## src/hw/rtl/nidg_pkg.sv

```systemverilog
`default_nettype none

package nidg_pkg;

	localparam int DevCount = 48;
	localparam int CodeW    = 8;
	localparam int IdxW     = 6;

	localparam logic [7:0] CELL_MASK = 8'h0C;
	localparam logic [7:0] MAKER_A   = 8'hEC;
	localparam logic [7:0] MAKER_B   = 8'hAD;

	// device table: code, page bytes (0 = geometry from the extended ID), size in MiB,
	// erase bytes and address cycles
	localparam logic [7:0] DEV_CODE [DevCount] = '{
		8'h6E, 8'h64, 8'h6B, 8'hE8, 8'hEC, 8'hEA, 8'hD5, 8'hE3,
		8'hE5, 8'hD6, 8'h39, 8'hE6, 8'h33, 8'h73, 8'h35, 8'h75,
		8'h36, 8'h76, 8'h78, 8'h39, 8'h79, 8'h71, 8'hA2, 8'hA0,
		8'hF2, 8'hD0, 8'hF0, 8'hA1, 8'hF1, 8'hD1, 8'hAA, 8'hDA,
		8'hAC, 8'hDC, 8'hA3, 8'hD3, 8'hA5, 8'hD5, 8'hA7, 8'hD7,
		8'hAE, 8'hDE, 8'h1A, 8'h3A, 8'h1C, 8'h3C, 8'h1E, 8'h3E
	};

	localparam logic [9:0] DEV_PAGE [DevCount] = '{
		10'd256, 10'd256, 10'd512, 10'd256, 10'd256, 10'd256, 10'd512, 10'd512,
		10'd512, 10'd512, 10'd512, 10'd512, 10'd512, 10'd512, 10'd512, 10'd512,
		10'd512, 10'd512, 10'd512, 10'd512, 10'd512, 10'd512, 10'd0,   10'd0,
		10'd0,   10'd0,   10'd0,   10'd0,   10'd0,   10'd0,   10'd0,   10'd0,
		10'd0,   10'd0,   10'd0,   10'd0,   10'd0,   10'd0,   10'd0,   10'd0,
		10'd0,   10'd0,   10'd0,   10'd0,   10'd0,   10'd0,   10'd0,   10'd0
	};

	localparam logic [16:0] DEV_CHIP [DevCount] = '{
		17'd1,     17'd2,     17'd4,     17'd1,     17'd1,     17'd2,     17'd4,     17'd4,
		17'd4,     17'd8,     17'd8,     17'd8,     17'd16,    17'd16,    17'd32,    17'd32,
		17'd64,    17'd64,    17'd128,   17'd128,   17'd128,   17'd256,   17'd64,    17'd64,
		17'd64,    17'd64,    17'd64,    17'd128,   17'd128,   17'd128,   17'd256,   17'd256,
		17'd512,   17'd512,   17'd1024,  17'd1024,  17'd2048,  17'd2048,  17'd4096,  17'd4096,
		17'd8192,  17'd8192,  17'd16384, 17'd16384, 17'd32768, 17'd32768, 17'd65536, 17'd65536
	};

	localparam logic [14:0] DEV_ERASE [DevCount] = '{
		15'h1000, 15'h1000, 15'h2000, 15'h1000, 15'h1000, 15'h1000, 15'h2000, 15'h2000,
		15'h2000, 15'h2000, 15'h2000, 15'h2000, 15'h4000, 15'h4000, 15'h4000, 15'h4000,
		15'h4000, 15'h4000, 15'h4000, 15'h4000, 15'h4000, 15'h4000, 15'h0,    15'h0,
		15'h0,    15'h0,    15'h0,    15'h0,    15'h0,    15'h0,    15'h0,    15'h0,
		15'h0,    15'h0,    15'h0,    15'h0,    15'h0,    15'h0,    15'h0,    15'h0,
		15'h0,    15'h0,    15'h0,    15'h0,    15'h0,    15'h0,    15'h0,    15'h0
	};

	localparam logic [2:0] DEV_CYC [DevCount] = '{
		3'd3, 3'd3, 3'd3, 3'd3, 3'd3, 3'd3, 3'd3, 3'd3,
		3'd3, 3'd3, 3'd3, 3'd3, 3'd3, 3'd3, 3'd3, 3'd3,
		3'd4, 3'd4, 3'd3, 3'd3, 3'd4, 3'd4, 3'd4, 3'd4,
		3'd4, 3'd4, 3'd4, 3'd4, 3'd4, 3'd4, 3'd5, 3'd5,
		3'd5, 3'd5, 3'd5, 3'd5, 3'd5, 3'd5, 3'd5, 3'd5,
		3'd5, 3'd5, 3'd5, 3'd5, 3'd6, 3'd6, 3'd6, 3'd6
	};

	typedef struct packed {
		logic        known;
		logic [5:0]  idx;
		logic [16:0] chip_mb;
		logic [9:0]  page;
		logic [14:0] erase;
		logic        lp;
		logic [2:0]  cyc;
	} dev_entry_t;

	typedef struct packed {
		dev_entry_t  ent;
		logic [7:0]  maker;
		logic [7:0]  cell_type;
		logic [7:0]  ext;
		logic [7:0]  b5;
		logic [3:0]  id_len;
	} lkp_t;

	typedef struct packed {
		logic        known;
		logic [5:0]  table_index;
		logic [16:0] chip_size_mb;
		logic        large_page;
		logic [14:0] page_size;
		logic [9:0]  spare_size;
		logic [24:0] erase_size;
		logic        bus_16bit;
		logic [2:0]  addr_cycles;
		logic [3:0]  id_length;
	} geo_t;

	// first matching entry wins: scan from the top so the lowest index overwrites
	function automatic dev_entry_t dev_lookup(input logic [CodeW-1:0] code);
		dev_entry_t e;
		e = '0;
		for (int i = DevCount - 1; i >= 0; i--) begin
			if (DEV_CODE[i] == code) begin
				e.known   = 1'b1;
				e.idx     = IdxW'(i);
				e.chip_mb = DEV_CHIP[i];
				e.page    = DEV_PAGE[i];
				e.erase   = DEV_ERASE[i];
				e.lp      = (DEV_PAGE[i] == 10'd0);
				e.cyc     = DEV_CYC[i];
			end
		end
		return e;
	endfunction

endpackage

`default_nettype wire

```

## src/hw/rtl/nidg_if.sv

```systemverilog
`default_nettype none

interface nidg_in_if;
	logic       valid;
	logic       ready;
	logic [7:0] id_byte_0;
	logic [7:0] id_byte_1;
	logic [7:0] id_byte_2;
	logic [7:0] id_byte_3;
	logic [7:0] id_byte_4;
	logic [7:0] id_byte_5;
	logic [7:0] id_byte_6;
	logic [7:0] id_byte_7;

	modport source (output valid, id_byte_0, id_byte_1, id_byte_2, id_byte_3,
		id_byte_4, id_byte_5, id_byte_6, id_byte_7, input ready);
	modport sink (input valid, id_byte_0, id_byte_1, id_byte_2, id_byte_3,
		id_byte_4, id_byte_5, id_byte_6, id_byte_7, output ready);
endinterface

interface nidg_out_if;
	logic        valid;
	logic        ready;
	logic        known;
	logic [5:0]  table_index;
	logic [16:0] chip_size_mb;
	logic        large_page;
	logic [14:0] page_size;
	logic [9:0]  spare_size;
	logic [24:0] erase_size;
	logic        bus_16bit;
	logic [2:0]  addr_cycles;
	logic [3:0]  id_length;

	modport source (output valid, known, table_index, chip_size_mb, large_page, page_size,
		spare_size, erase_size, bus_16bit, addr_cycles, id_length, input ready);
	modport sink (input valid, known, table_index, chip_size_mb, large_page, page_size,
		spare_size, erase_size, bus_16bit, addr_cycles, id_length, output ready);
endinterface

`default_nettype wire

```

## src/hw/rtl/nand_id_geometry_decoder.sv

```systemverilog
`default_nettype none

// Channel  Direction  Contents
// id_in    sink       eight read-ID bytes, id_byte_0 .. id_byte_7
// geo_out  source     known flag, table index, size, page/spare/erase, bus, cycles, ID length
//
// One transaction per cycle while geo_out is not stalled; a registered table read, then
// a registered geometry decode, lie between acceptance and the result showing on geo_out.
// Reset clears the stage valids only; there is no other state.
// A stalled result holds the whole pipe: id_in.ready drops only while geo_out holds
// a result that is not taken.

module nand_id_geometry_decoder (
	input wire logic   clk,
	input wire logic   arst_n,
	nidg_in_if.sink    id_in,
	nidg_out_if.source geo_out
);

	nidg_pkg::lkp_t lkp_s1;
	nidg_pkg::geo_t geo_d;
	nidg_pkg::geo_t geo_s2;
	logic           v_s1;
	logic           v_s2;
	logic           adv;

	// advance while the output slot is free or being emptied
	assign adv         = !v_s2 || geo_out.ready;
	assign id_in.ready = adv;

	nidg_lookup u_lookup (
		.clk      (clk),
		.arst_n   (arst_n),
		.adv      (adv),
		.take     (id_in.valid),
		.id_bytes ({id_in.id_byte_7, id_in.id_byte_6, id_in.id_byte_5, id_in.id_byte_4,
			id_in.id_byte_3, id_in.id_byte_2, id_in.id_byte_1, id_in.id_byte_0}),
		.lkp_s1   (lkp_s1),
		.v_s1     (v_s1)
	);

	nidg_geom u_geom (
		.lkp (lkp_s1),
		.geo (geo_d)
	);

	always_ff @(posedge clk) begin
		if (adv)
			geo_s2 <= geo_d;
	end

	always_ff @(posedge clk or negedge arst_n) begin
		if (!arst_n) begin
			v_s2 <= 1'b0;
		end else if (adv) begin
			v_s2 <= v_s1;
		end
	end

	assign geo_out.valid        = v_s2;
	assign geo_out.known        = geo_s2.known;
	assign geo_out.table_index  = geo_s2.table_index;
	assign geo_out.chip_size_mb = geo_s2.chip_size_mb;
	assign geo_out.large_page   = geo_s2.large_page;
	assign geo_out.page_size    = geo_s2.page_size;
	assign geo_out.spare_size   = geo_s2.spare_size;
	assign geo_out.erase_size   = geo_s2.erase_size;
	assign geo_out.bus_16bit    = geo_s2.bus_16bit;
	assign geo_out.addr_cycles  = geo_s2.addr_cycles;
	assign geo_out.id_length    = geo_s2.id_length;

endmodule

`default_nettype wire

```

## src/hw/rtl/nidg_lookup.sv

```systemverilog
`default_nettype none

module nidg_lookup (
	input  wire logic          clk,
	input  wire logic          arst_n,
	input  wire logic          adv,
	input  wire logic          take,
	input  wire logic [63:0]   id_bytes,
	output nidg_pkg::lkp_t     lkp_s1,
	output logic               v_s1
);

	// smallest wraparound period, else trimmed length, else 8; zero for an all-zero ID
	function automatic logic [3:0] id_len_f(input logic [7:0][7:0] b);
		logic [3:0] len;
		logic       ok;
		logic       any;
		len = 4'd8;
		any = 1'b0;
		if (b[7] == 8'd0) begin
			for (int i = 0; i < 7; i++) begin
				if (b[i] != 8'd0)
					len = 4'(i + 1);
			end
		end
		for (int p = 7; p >= 1; p--) begin
			ok = 1'b1;
			for (int i = 0; i < 8 - p; i++) begin
				if (b[i] != b[i + p])
					ok = 1'b0;
			end
			if (ok)
				len = 4'(p);
		end
		for (int i = 0; i < 8; i++)
			any = any | (b[i] != 8'd0);
		if (!any)
			len = 4'd0;
		return len;
	endfunction

	logic [7:0][7:0] b;

	assign b = id_bytes;

	// table read: registered
	always_ff @(posedge clk) begin
		if (adv) begin
			lkp_s1.ent       <= nidg_pkg::dev_lookup(b[1]);
			lkp_s1.maker     <= b[0];
			lkp_s1.cell_type <= b[2];
			lkp_s1.ext       <= b[3];
			lkp_s1.b5        <= b[5];
			lkp_s1.id_len    <= id_len_f(b);
		end
	end

	always_ff @(posedge clk or negedge arst_n) begin
		if (!arst_n) begin
			v_s1 <= 1'b0;
		end else if (adv) begin
			v_s1 <= take;
		end
	end

endmodule

`default_nettype wire

```

## src/hw/rtl/nidg_geom.sv

```systemverilog
`default_nettype none

module nidg_geom (
	input  nidg_pkg::lkp_t lkp,
	output nidg_pkg::geo_t geo
);

	logic        is_mlc;
	logic        br_a;
	logic        br_b;
	logic [2:0]  s_spare;
	logic [2:0]  s_erase;
	logic [7:0]  ext;
	logic [14:0] page;
	logic [9:0]  spare;
	logic [24:0] erase;
	logic        bus;

	assign ext     = lkp.ext;
	assign is_mlc  = (lkp.cell_type & nidg_pkg::CELL_MASK) != 8'd0;
	assign br_a    = (lkp.id_len == 4'd6) && (lkp.maker == nidg_pkg::MAKER_A) && is_mlc
		&& (lkp.b5 != 8'd0);
	assign br_b    = (lkp.id_len == 4'd6) && (lkp.maker == nidg_pkg::MAKER_B) && is_mlc;
	assign s_spare = {ext[6], ext[3:2]};
	assign s_erase = {ext[7], ext[5:4]};

	always_comb begin
		bus = 1'b0;
		if (lkp.ent.page != 10'd0) begin
			page  = 15'(lkp.ent.page);
			erase = 25'(lkp.ent.erase);
			spare = 10'(lkp.ent.page >> 5);
		end else if (br_a) begin
			page  = 15'd2048 << ext[1:0];
			erase = 25'(128 * 1024) << s_erase;
			case (ext[3:2])
				2'd1:    spare = 10'd128;
				2'd2:    spare = 10'd218;
				2'd3:    spare = 10'd400;
				default: spare = 10'd436;
			endcase
		end else if (br_b) begin
			page = 15'd2048 << ext[1:0];
			case (s_spare)
				3'd0:    spare = 10'd128;
				3'd1:    spare = 10'd224;
				3'd2:    spare = 10'd448;
				3'd3:    spare = 10'd64;
				3'd4:    spare = 10'd32;
				3'd5:    spare = 10'd16;
				default: spare = 10'd640;
			endcase
			if (s_erase < 3'd3)
				erase = 25'(128 * 1024) << s_erase;
			else if (s_erase == 3'd3)
				erase = 25'(768 * 1024);
			else
				erase = 25'(64 * 1024) << s_erase;
		end else begin
			page  = 15'd1024 << ext[1:0];
			// (8 or 16) times page/512
			spare = (ext[2] ? 10'd32 : 10'd16) << ext[1:0];
			erase = 25'(64 * 1024) << ext[5:4];
			bus   = ext[6];
		end
	end

	// unknown code: flag low, everything else zero
	always_comb begin
		geo = '0;
		if (lkp.ent.known) begin
			geo.known        = 1'b1;
			geo.table_index  = lkp.ent.idx;
			geo.chip_size_mb = lkp.ent.chip_mb;
			geo.large_page   = lkp.ent.lp;
			geo.page_size    = page;
			geo.spare_size   = spare;
			geo.erase_size   = erase;
			geo.bus_16bit    = bus;
			geo.addr_cycles  = lkp.ent.cyc;
			geo.id_length    = lkp.id_len;
		end
	end

endmodule

`default_nettype wire

```

## src/flat_wrapper.sv

```systemverilog
// flat-port wrapper written by rule: the top's interface ports become plain ports
module nand_id_geometry_decoder_flat 
  (clk, arst_n, id_in_valid, id_in_id_byte_0, id_in_id_byte_1, id_in_id_byte_2, id_in_id_byte_3, id_in_id_byte_4, id_in_id_byte_5, id_in_id_byte_6, id_in_id_byte_7, id_in_ready, geo_out_valid, geo_out_known, geo_out_table_index, geo_out_chip_size_mb, geo_out_large_page, geo_out_page_size, geo_out_spare_size, geo_out_erase_size, geo_out_bus_16bit, geo_out_addr_cycles, geo_out_id_length, geo_out_ready);
  nidg_in_if id_in_i ();
  nidg_out_if geo_out_i ();
  input wire logic clk;
  input wire logic arst_n;
  input wire logic [$bits(id_in_i.valid)-1:0] id_in_valid;
  input wire logic [$bits(id_in_i.id_byte_0)-1:0] id_in_id_byte_0;
  input wire logic [$bits(id_in_i.id_byte_1)-1:0] id_in_id_byte_1;
  input wire logic [$bits(id_in_i.id_byte_2)-1:0] id_in_id_byte_2;
  input wire logic [$bits(id_in_i.id_byte_3)-1:0] id_in_id_byte_3;
  input wire logic [$bits(id_in_i.id_byte_4)-1:0] id_in_id_byte_4;
  input wire logic [$bits(id_in_i.id_byte_5)-1:0] id_in_id_byte_5;
  input wire logic [$bits(id_in_i.id_byte_6)-1:0] id_in_id_byte_6;
  input wire logic [$bits(id_in_i.id_byte_7)-1:0] id_in_id_byte_7;
  output wire logic [$bits(id_in_i.ready)-1:0] id_in_ready;
  output wire logic [$bits(geo_out_i.valid)-1:0] geo_out_valid;
  output wire logic [$bits(geo_out_i.known)-1:0] geo_out_known;
  output wire logic [$bits(geo_out_i.table_index)-1:0] geo_out_table_index;
  output wire logic [$bits(geo_out_i.chip_size_mb)-1:0] geo_out_chip_size_mb;
  output wire logic [$bits(geo_out_i.large_page)-1:0] geo_out_large_page;
  output wire logic [$bits(geo_out_i.page_size)-1:0] geo_out_page_size;
  output wire logic [$bits(geo_out_i.spare_size)-1:0] geo_out_spare_size;
  output wire logic [$bits(geo_out_i.erase_size)-1:0] geo_out_erase_size;
  output wire logic [$bits(geo_out_i.bus_16bit)-1:0] geo_out_bus_16bit;
  output wire logic [$bits(geo_out_i.addr_cycles)-1:0] geo_out_addr_cycles;
  output wire logic [$bits(geo_out_i.id_length)-1:0] geo_out_id_length;
  input wire logic [$bits(geo_out_i.ready)-1:0] geo_out_ready;
  assign id_in_i.valid = id_in_valid;
  assign id_in_i.id_byte_0 = id_in_id_byte_0;
  assign id_in_i.id_byte_1 = id_in_id_byte_1;
  assign id_in_i.id_byte_2 = id_in_id_byte_2;
  assign id_in_i.id_byte_3 = id_in_id_byte_3;
  assign id_in_i.id_byte_4 = id_in_id_byte_4;
  assign id_in_i.id_byte_5 = id_in_id_byte_5;
  assign id_in_i.id_byte_6 = id_in_id_byte_6;
  assign id_in_i.id_byte_7 = id_in_id_byte_7;
  assign id_in_ready = id_in_i.ready;
  assign geo_out_valid = geo_out_i.valid;
  assign geo_out_known = geo_out_i.known;
  assign geo_out_table_index = geo_out_i.table_index;
  assign geo_out_chip_size_mb = geo_out_i.chip_size_mb;
  assign geo_out_large_page = geo_out_i.large_page;
  assign geo_out_page_size = geo_out_i.page_size;
  assign geo_out_spare_size = geo_out_i.spare_size;
  assign geo_out_erase_size = geo_out_i.erase_size;
  assign geo_out_bus_16bit = geo_out_i.bus_16bit;
  assign geo_out_addr_cycles = geo_out_i.addr_cycles;
  assign geo_out_id_length = geo_out_i.id_length;
  assign geo_out_i.ready = geo_out_ready;
  nand_id_geometry_decoder u_core (.clk(clk), .arst_n(arst_n), .id_in(id_in_i), .geo_out(geo_out_i));
endmodule
```

## config.mk

```make
export PLATFORM = sky130hd
export DESIGN_NAME = nand_id_geometry_decoder_flat
export DESIGN_NICKNAME = d
export VERILOG_FILES = /design/src/hw/rtl/nidg_pkg.sv /design/src/hw/rtl/nidg_if.sv /design/src/hw/rtl/nand_id_geometry_decoder.sv /design/src/hw/rtl/nidg_lookup.sv /design/src/hw/rtl/nidg_geom.sv /design/src/flat_wrapper.sv
export SDC_FILE = /design/constraint.sdc
export NUM_CORES = 1
export LEC_CHECK = 0
export BUFFER_PORTS_ARGS = -buffer_cell sky130_fd_sc_hd__buf_2
export CAP_MARGIN = 15
export CORE_MARGIN = 2
export CORE_UTILIZATION = 45
export DETAILED_ROUTE_END_ITERATION = 10
export GPL_TIMING_DRIVEN = 0
export PLACE_DENSITY_LB_ADDON = 0.25
export SYNTH_ARGS = -nofsm -noshare
export SYNTH_HDL_FRONTEND = slang
export SYNTH_HIERARCHICAL = 1
export SYNTH_SLANG_ARGS = --single-unit
```

## constraint.sdc

```tcl
create_clock -name clk -period 2.7 [get_ports clk]
set_input_delay 0.54 -clock clk [delete_from_list [all_inputs] [get_ports clk]]
set_output_delay 0.54 -clock clk [all_outputs]
set_load 0.05 [all_outputs]
```

Yosys cells after proc, flatten, opt, wreduce, memory -nomap -nowiden

Index checks and enable logic that the tools add are counted.

Reduce and logical (&&, ||, !) cells: 44
Muxes and demuxes: 113
Equality and inequality tests: 86
Shift-type cells: 6
$lt $le $gt $ge: 1
Bitwise operators: 9

Operators with widths:

| cell                                                           | number |
|---|---|
| 51-bit 2-to-1 mux                                              | 15 |
| 52-bit 2-to-1 mux                                              | 14 |
| 50-bit 2-to-1 mux                                              | 8 |
| 8-bit inequality test                                          | 28 |
| 8-bit == test, first input constant                            | 27 |
| 49-bit 2-to-1 mux                                              | 4 |
| 25-bit 2-to-1 mux                                              | 5 |
| 48-bit 2-to-1 mux                                              | 2 |
| 83-bit 2-to-1 mux                                              | 1 |
| 8-bit nonzero test                                             | 10 |
| 7-bit by 8-bit == test with 1-bit output, first input constant | 9 |
| 10-bit one-hot mux with 6 select lines                         | 1 |
| 6-bit by 8-bit == test with 1-bit output, first input constant | 7 |
| 53-bit 2-to-1 mux                                              | 1 |
| 47-bit 2-to-1 mux                                              | 1 |
| 15-bit 2-to-1 mux                                              | 3 |
| 45-bit OR reduction                                            | 1 |
| 44-bit OR reduction                                            | 1 |
| 42-bit OR reduction                                            | 1 |
| 40-bit OR reduction                                            | 1 |
| 1-bit 2-to-1 mux                                               | 39 |
| 38-bit OR reduction                                            | 1 |
| 36-bit OR reduction                                            | 1 |
| 35-bit OR reduction                                            | 1 |
| 41 further kinds                                               | 77 |

Input bits: 68
Register bits: 170
Output and inout bits: 85

Logic depth before layout (Yosys ltp)

Word-level depth: 46
Depth in mapped cells: 9

By module

The synthesis kept the hierarchy.

By module, submodules not included:

| module                   | instances | area an instance (um^2) | cells each | seq. area each (um^2) |
|---|---|---|---|---|
| nidg_lookup              | 1         | 5,901.9                 | 670        | 2,067.0 |
| nand_id_geometry_decoder | 1         | 2,539.9                 | 86         | 2,517.4 |
| nidg_geom                | 1         | 1,087.3                 | 173        | 0.0 |

Worst setup path before layout

No wires, ideal clock.

Path type: register to register
Start point: reg u_core.v_s2 (netlist: u_core/geo_out.valid)
End point: reg u_core.u_lookup.v_s1
Cell stages (with the launch flop): 3
Buffers on the path: 0
Period minus slack after synthesis: 2,401 ps
Path slack: 299 ps
Arrival: 2,272 ps
Cells stage by stage: dfrtp_1 nand2b_4 mux2_2

Word-level cells in the longest chain between the ends: 2

Ends and longest elaborated chain:

| what                   | RTL line                       | RTL |
|---|---|---|
| from (decl)            | nand_id_geometry_decoder.sv:24 | `logic v_s2;` |
| from (signal assigned) | nand_id_geometry_decoder.sv:56 | `v_s2 <= v_s1;` |
| 1-bit logical NOT      | nand_id_geometry_decoder.sv:28 | `assign adv = !v_s2 \|\| geo_out.ready;` |
| 1-bit logical OR       | nand_id_geometry_decoder.sv:28 |  |
| via id_in_ready        | flat_wrapper.sv:17             | `output wire logic [$bits(id_in_i.ready)-1:0] id_in_ready;` |
| to (signal assigned)   | nidg_lookup.sv:62              | `v_s1 <= take;` |
| to (decl)              | nidg_lookup.sv:10              | `output logic v_s1` |

The timed path passes the listed nets, and every way through them passes these cells.
A chain may end at the register's enable or synchronous reset.

Worst setup path in the final report

Start point: in id_in_id_byte_0[7]
End point: reg u_core/u_lookup/lkp_s1[1] (netlist name)

Word-level cells in the longest chain between the ends: 10
Elaborated cells on any way between the ends: 58
Classes of those cells: 7 x eq/ne; 41 x mux; 8 x bitwise; 2 x reduce/logical

Ends and longest elaborated chain:

| what                                                               | RTL line                             | RTL |
|---|---|---|
| from (decl)                                                        | flat_wrapper.sv:9                    | `input wire logic [$bits(id_in_i.id_byte_0)-1:0] id_in_id_byte_0;` |
| 8-bit inequality test or 8-bit nonzero test (tied branches)        | nidg_lookup.sv:29, nidg_lookup.sv:36 |  |
| 1-bit 2-to-1 mux or 1-bit bitwise OR (tied branches) (7 in series) | nidg_lookup.sv:29, nidg_lookup.sv:36 |  |
| 1-bit 2-to-1 mux or 1-bit inverter (tied branches)                 | n/a                                  |  |
| 2-bit OR reduction (no source line)                                | n/a                                  |  |

Several ways; a longest one is shown, not always the timed one. The select of a mux whose other input is x is not followed.

==> tab_implementation.tex <==
\begin{tabular}{lr}
\hline
Metric & Value \\
\hline
\multicolumn{2}{l}{\textbf{Clocking}} \\
\quad CTS clk-pin slew, worst paths & 0.06 ns \\
\quad Deepest clock path buffer count & 2 \\
\quad Post-CTS setup buffer count & 0 \\
\quad Number of clock sinks & 147 \\
\quad Clock root cell & sky130\_fd\_sc\_hd\_\_clkbuf\_16 \\
\quad TritonCTS buffer count & 17 \\
\quad CTS H-Tree Depth & 4 \\
\quad TritonCTS clock tree & done \\
\quad Clock latency of the later-clocked register in the worst-skew pair & about 0.43 ns \\
\multicolumn{2}{l}{\textbf{Drt}} \\
\quad Final wirelength & 27,900 um \\
\quad Iteration-0 DRC Markers & 943 \\
\quad Number of vias per cell & 5.81 \\
\quad ANT nets after route & 0 \\
\quad Via count & 7,979 \\
\quad WL per Instance & 20.3 um \\
\quad Post-route DRC violation count & 0 \\
\quad Number of search-and-repair iterations in the first detailed-routing pass & 5 \\
\multicolumn{2}{l}{\textbf{Timing}} \\
\quad Total count of hold-check failures in the final report & 0 \\
\quad Setup Skew & about 0.019 ns \\
\quad Final WS setup & roughly 0.043 ns \\
\quad F\_max & 0.376 GHz \\
\quad Fin. max-slew vios & 0 \\
\quad Worst max-slew margin expressed relative to the limit & 0.359 \\
\quad Endpoints failing setup & 0 \\
\quad Unrepaired setup endpoints after global routing & false \\
\quad Measured slew at the worst slew-check pin & between 0.9 and 1 ns \\
\quad Final critical path time including I/O delays and setup & approximately 2.7 ns \\
\quad Final clock period utilization by the worst path & 0.984 \\
\multicolumn{2}{l}{\textbf{Power and ir drop}} \\
\quad Leak pwr & 4.30 nW \\
\quad Power density cells & 607 nW/um\^{}2 \\
\quad Sequential power share & 0.427 \\
\quad Maximum vdd ir drop & between 0.3 and 0.4 mV \\
\quad Switching power total & 0.00219 W \\
\quad Sw Share & 0.327 \\
\quad Comb power frac & 0.234 \\
\quad Power after layout & between 0.006 and 0.007 W \\
\quad Internal & 0.00451 W \\
\quad Portion of total power attributed to the clock network & 0.339 \\
\multicolumn{2}{l}{\textbf{Global routing}} \\
\quad First-pass GRT wire length & 42,200 um \\
\quad Remaining global-route overflow & 0 \\
\quad Initial antenna violation count & 0 \\
\quad Total routing resource utilization after global routing & 0.252 \\
\quad Number of global-route vias before repair & 7,496 \\
\quad Maximum number of pins on one net before global-route repair & 74 \\
\multicolumn{2}{l}{\textbf{Setup path}} \\
\quad Endpoint required time on the critical path & 2.95 ns \\
\quad Type of element launching the critical path & input port \\
\quad R2R Path Start & u\_core/u\_lookup/lkp\_s1[3] \\
\quad Kind of end point of the critical path & flip-flop \\
\quad Start point of the critical path & id\_in\_id\_byte\_0[7] \\
\quad FF-to-FF setup slack & 0.18 ns \\
\quad Depth of the most critical reg-to-reg path & 7 \\
\quad Worst-path fanout max & 10 \\
\quad Worst endpoint data arrival time & 2.91 ns \\
\quad Class of the most critical setup path & in -> reg \\
\quad Worst reg2reg path endpoint & u\_core/geo\_out.spare\_size[6] \\
\multicolumn{2}{l}{\textbf{Min path}} \\
\quad Hold path startpoint & id\_in\_id\_byte\_5[6] \\
\quad Worst hold-check path type & in -> reg \\
\quad Cell depth of the worst min-delay path & 1 \\
\quad Worst min-delay path endpoint & u\_core/u\_lookup/lkp\_s1[10] \\
\multicolumn{2}{l}{\textbf{Final layout}} \\
\quad Commonest cells after routing, fill and taps aside & sky130\_fd\_sc\_hd\_\_buf\_2 (156), sky130\_fd\_sc\_hd\_\_edfxtp\_1 (145), sky130\_fd\_sc\_hd\_\_xnor2\_1 (88), sky130\_fd\_sc\_hd\_\_and2\_1 (58), sky130\_fd\_sc\_hd\_\_clkbuf\_1 (51) \\
\quad Final cell utilization of the core & 0.543 \\
\quad Fraction of final layout cells with drive strength greater than 1 & 0.225 \\
\quad N\_diodes & 0 \\
\quad Most common library cell in the layout ignoring fill and taps & sky130\_fd\_sc\_hd\_\_buf\_2 \\
\quad Synth-to-Final Area Change & 17.9\% \\
\quad Final Net Count & 1,165 \\
\quad Post-Layout Inst Area & 11,000 sq um \\
\multicolumn{2}{l}{\textbf{Floorplan}} \\
\quad Die area & 21,900 sq um \\
\quad Die width & approximately 150 um \\
\quad I/O pin cnt & between 150 and 200 \\
\quad Placeable core region & 20,300 sq um \\
\quad Site row count & 52 \\
\quad Starting density of the core & 0.461 \\
\quad Y dimension of the die & between 100 and 150 um \\
\multicolumn{2}{l}{\textbf{Placement}} \\
\quad Post-detailed-placement cell area & 10,400 sq um \\
\quad Final RePlAce weighted congestion & around 1 \\
\quad Placement Setup Slack & -0.256 ns \\
\quad Half-perimeter wire length after placement & roughly 20,000 um \\
\quad Number of port buffers & 126 \\
\multicolumn{2}{l}{\textbf{Logic synthesis}} \\
\quad Number of warnings printed during yosys synthesis & 6 \\
\quad Gate Count Post-Synth & a little over 900 \\
\quad Syn Area/Cell & 10.1 sq um \\
\quad Synth Cell Area & 9350 sq um \\
\multicolumn{2}{l}{\textbf{Flow run}} \\
\quad \# Max-Cap Violations & 0 \\
\multicolumn{2}{l}{\textbf{Outcome}} \\
\quad Result of the run & finished clean \\
\hline
\end{tabular}
[sequential cells by signal, indices dropped and copies added, names as in the netlist]
name	flops
u_core/geo_out.large_page	1
u_core/geo_out.valid	1
u_core/geo_out.spare_size	10
u_core/u_lookup/lkp_s1	62
u_core/geo_out.chip_size_mb	17
u_core/u_lookup/v_s1	1
u_core/geo_out.erase_size	25
u_core/geo_out.table_index	6
u_core/geo_out.bus_16bit	1
u_core/geo_out.known	1
u_core/geo_out.id_length	4
u_core/geo_out.addr_cycles	3
u_core/geo_out.page_size	15
[how the worst max path moves through the flow]
stage | to | cells past startpoint | slack, ns
4_1_cts | u_core/geo_out.spare_size[6] | 7 | 0.15
6_report | u_core/u_lookup/lkp_s1[1] | 9 | 0.04
3_5_place_dp | u_core/u_lookup/lkp_s1[1] | 8 | -0.26
2_1_floorplan | u_core/u_lookup/v_s1 | 2 | 0.34
3_3_place_gp | id_in_ready | 3 | -0.34
5_1_grt | u_core/geo_out.spare_size[6] | 7 | 0.03
[per-stage QoR]
step	hold slack, ns	instances	TNS [ns]
floorplan	0.244	942	0
global placement	0.328	1338	-1.07
detailed placement	0.333	1340	-0.753
CTS	0.286	1373	0
global route	0.292	1373	0
finish	0.306	1373	0
[critical path: stages]
cell                        delay [ns]
sky130_fd_sc_hd__buf_2            0.10
sky130_fd_sc_hd__clkbuf_1         0.64
sky130_fd_sc_hd__and3_1           0.28
sky130_fd_sc_hd__o22ai_1          0.08
sky130_fd_sc_hd__a2111oi_0        0.57
sky130_fd_sc_hd__nand4_1          0.26
sky130_fd_sc_hd__o41ai_2          0.13
sky130_fd_sc_hd__a21oi_1          0.12
sky130_fd_sc_hd__a31oi_1          0.18
[final cells by class]
class	instances	area [sq um]
Clock buffer	17	425
Buffer	115	612
Tap cell	270	338
Clock inverter	15	145
Fill cell	1848	9280
Multi-Input combinational cell	667	4360
Sequential cell	147	4400
Inverter	13	48.8
Timing Repair Buffer	129	696
[metal layers]
metal,track usage,part of all wire,vias up
met3,0.0595,0.11,75
met2,0.386,0.44,496
met5,0,0,-
met4,0.107,0.033,0
met1,0.346,0.42,3755
li1,-,-,3653
[power groups by stage]
stage / Combinational (W) / Clock (W) / Sequential, W
after floorplan: 0.000631 / 0 / 0.00342
after global placement: 0.00151 / 0 / 0.00291
after detailed placement: 0.00154 / 0 / 0.00291
after CTS: 0.00154 / 0.00232 / 0.00286
after global routing: 0.00165 / 0.00240 / 0.00288
final: 0.00156 / 0.00227 / 0.00286
[repair_timing]
action                                 in CTS  in global routing
setup endpoints to repair                   0                  0
gates resized for setup                     0                  0
endpoints found under the hold margin       2                  0
hold buffers                                1                  0
Note: power is estimated with default switching activity, not from simulation.
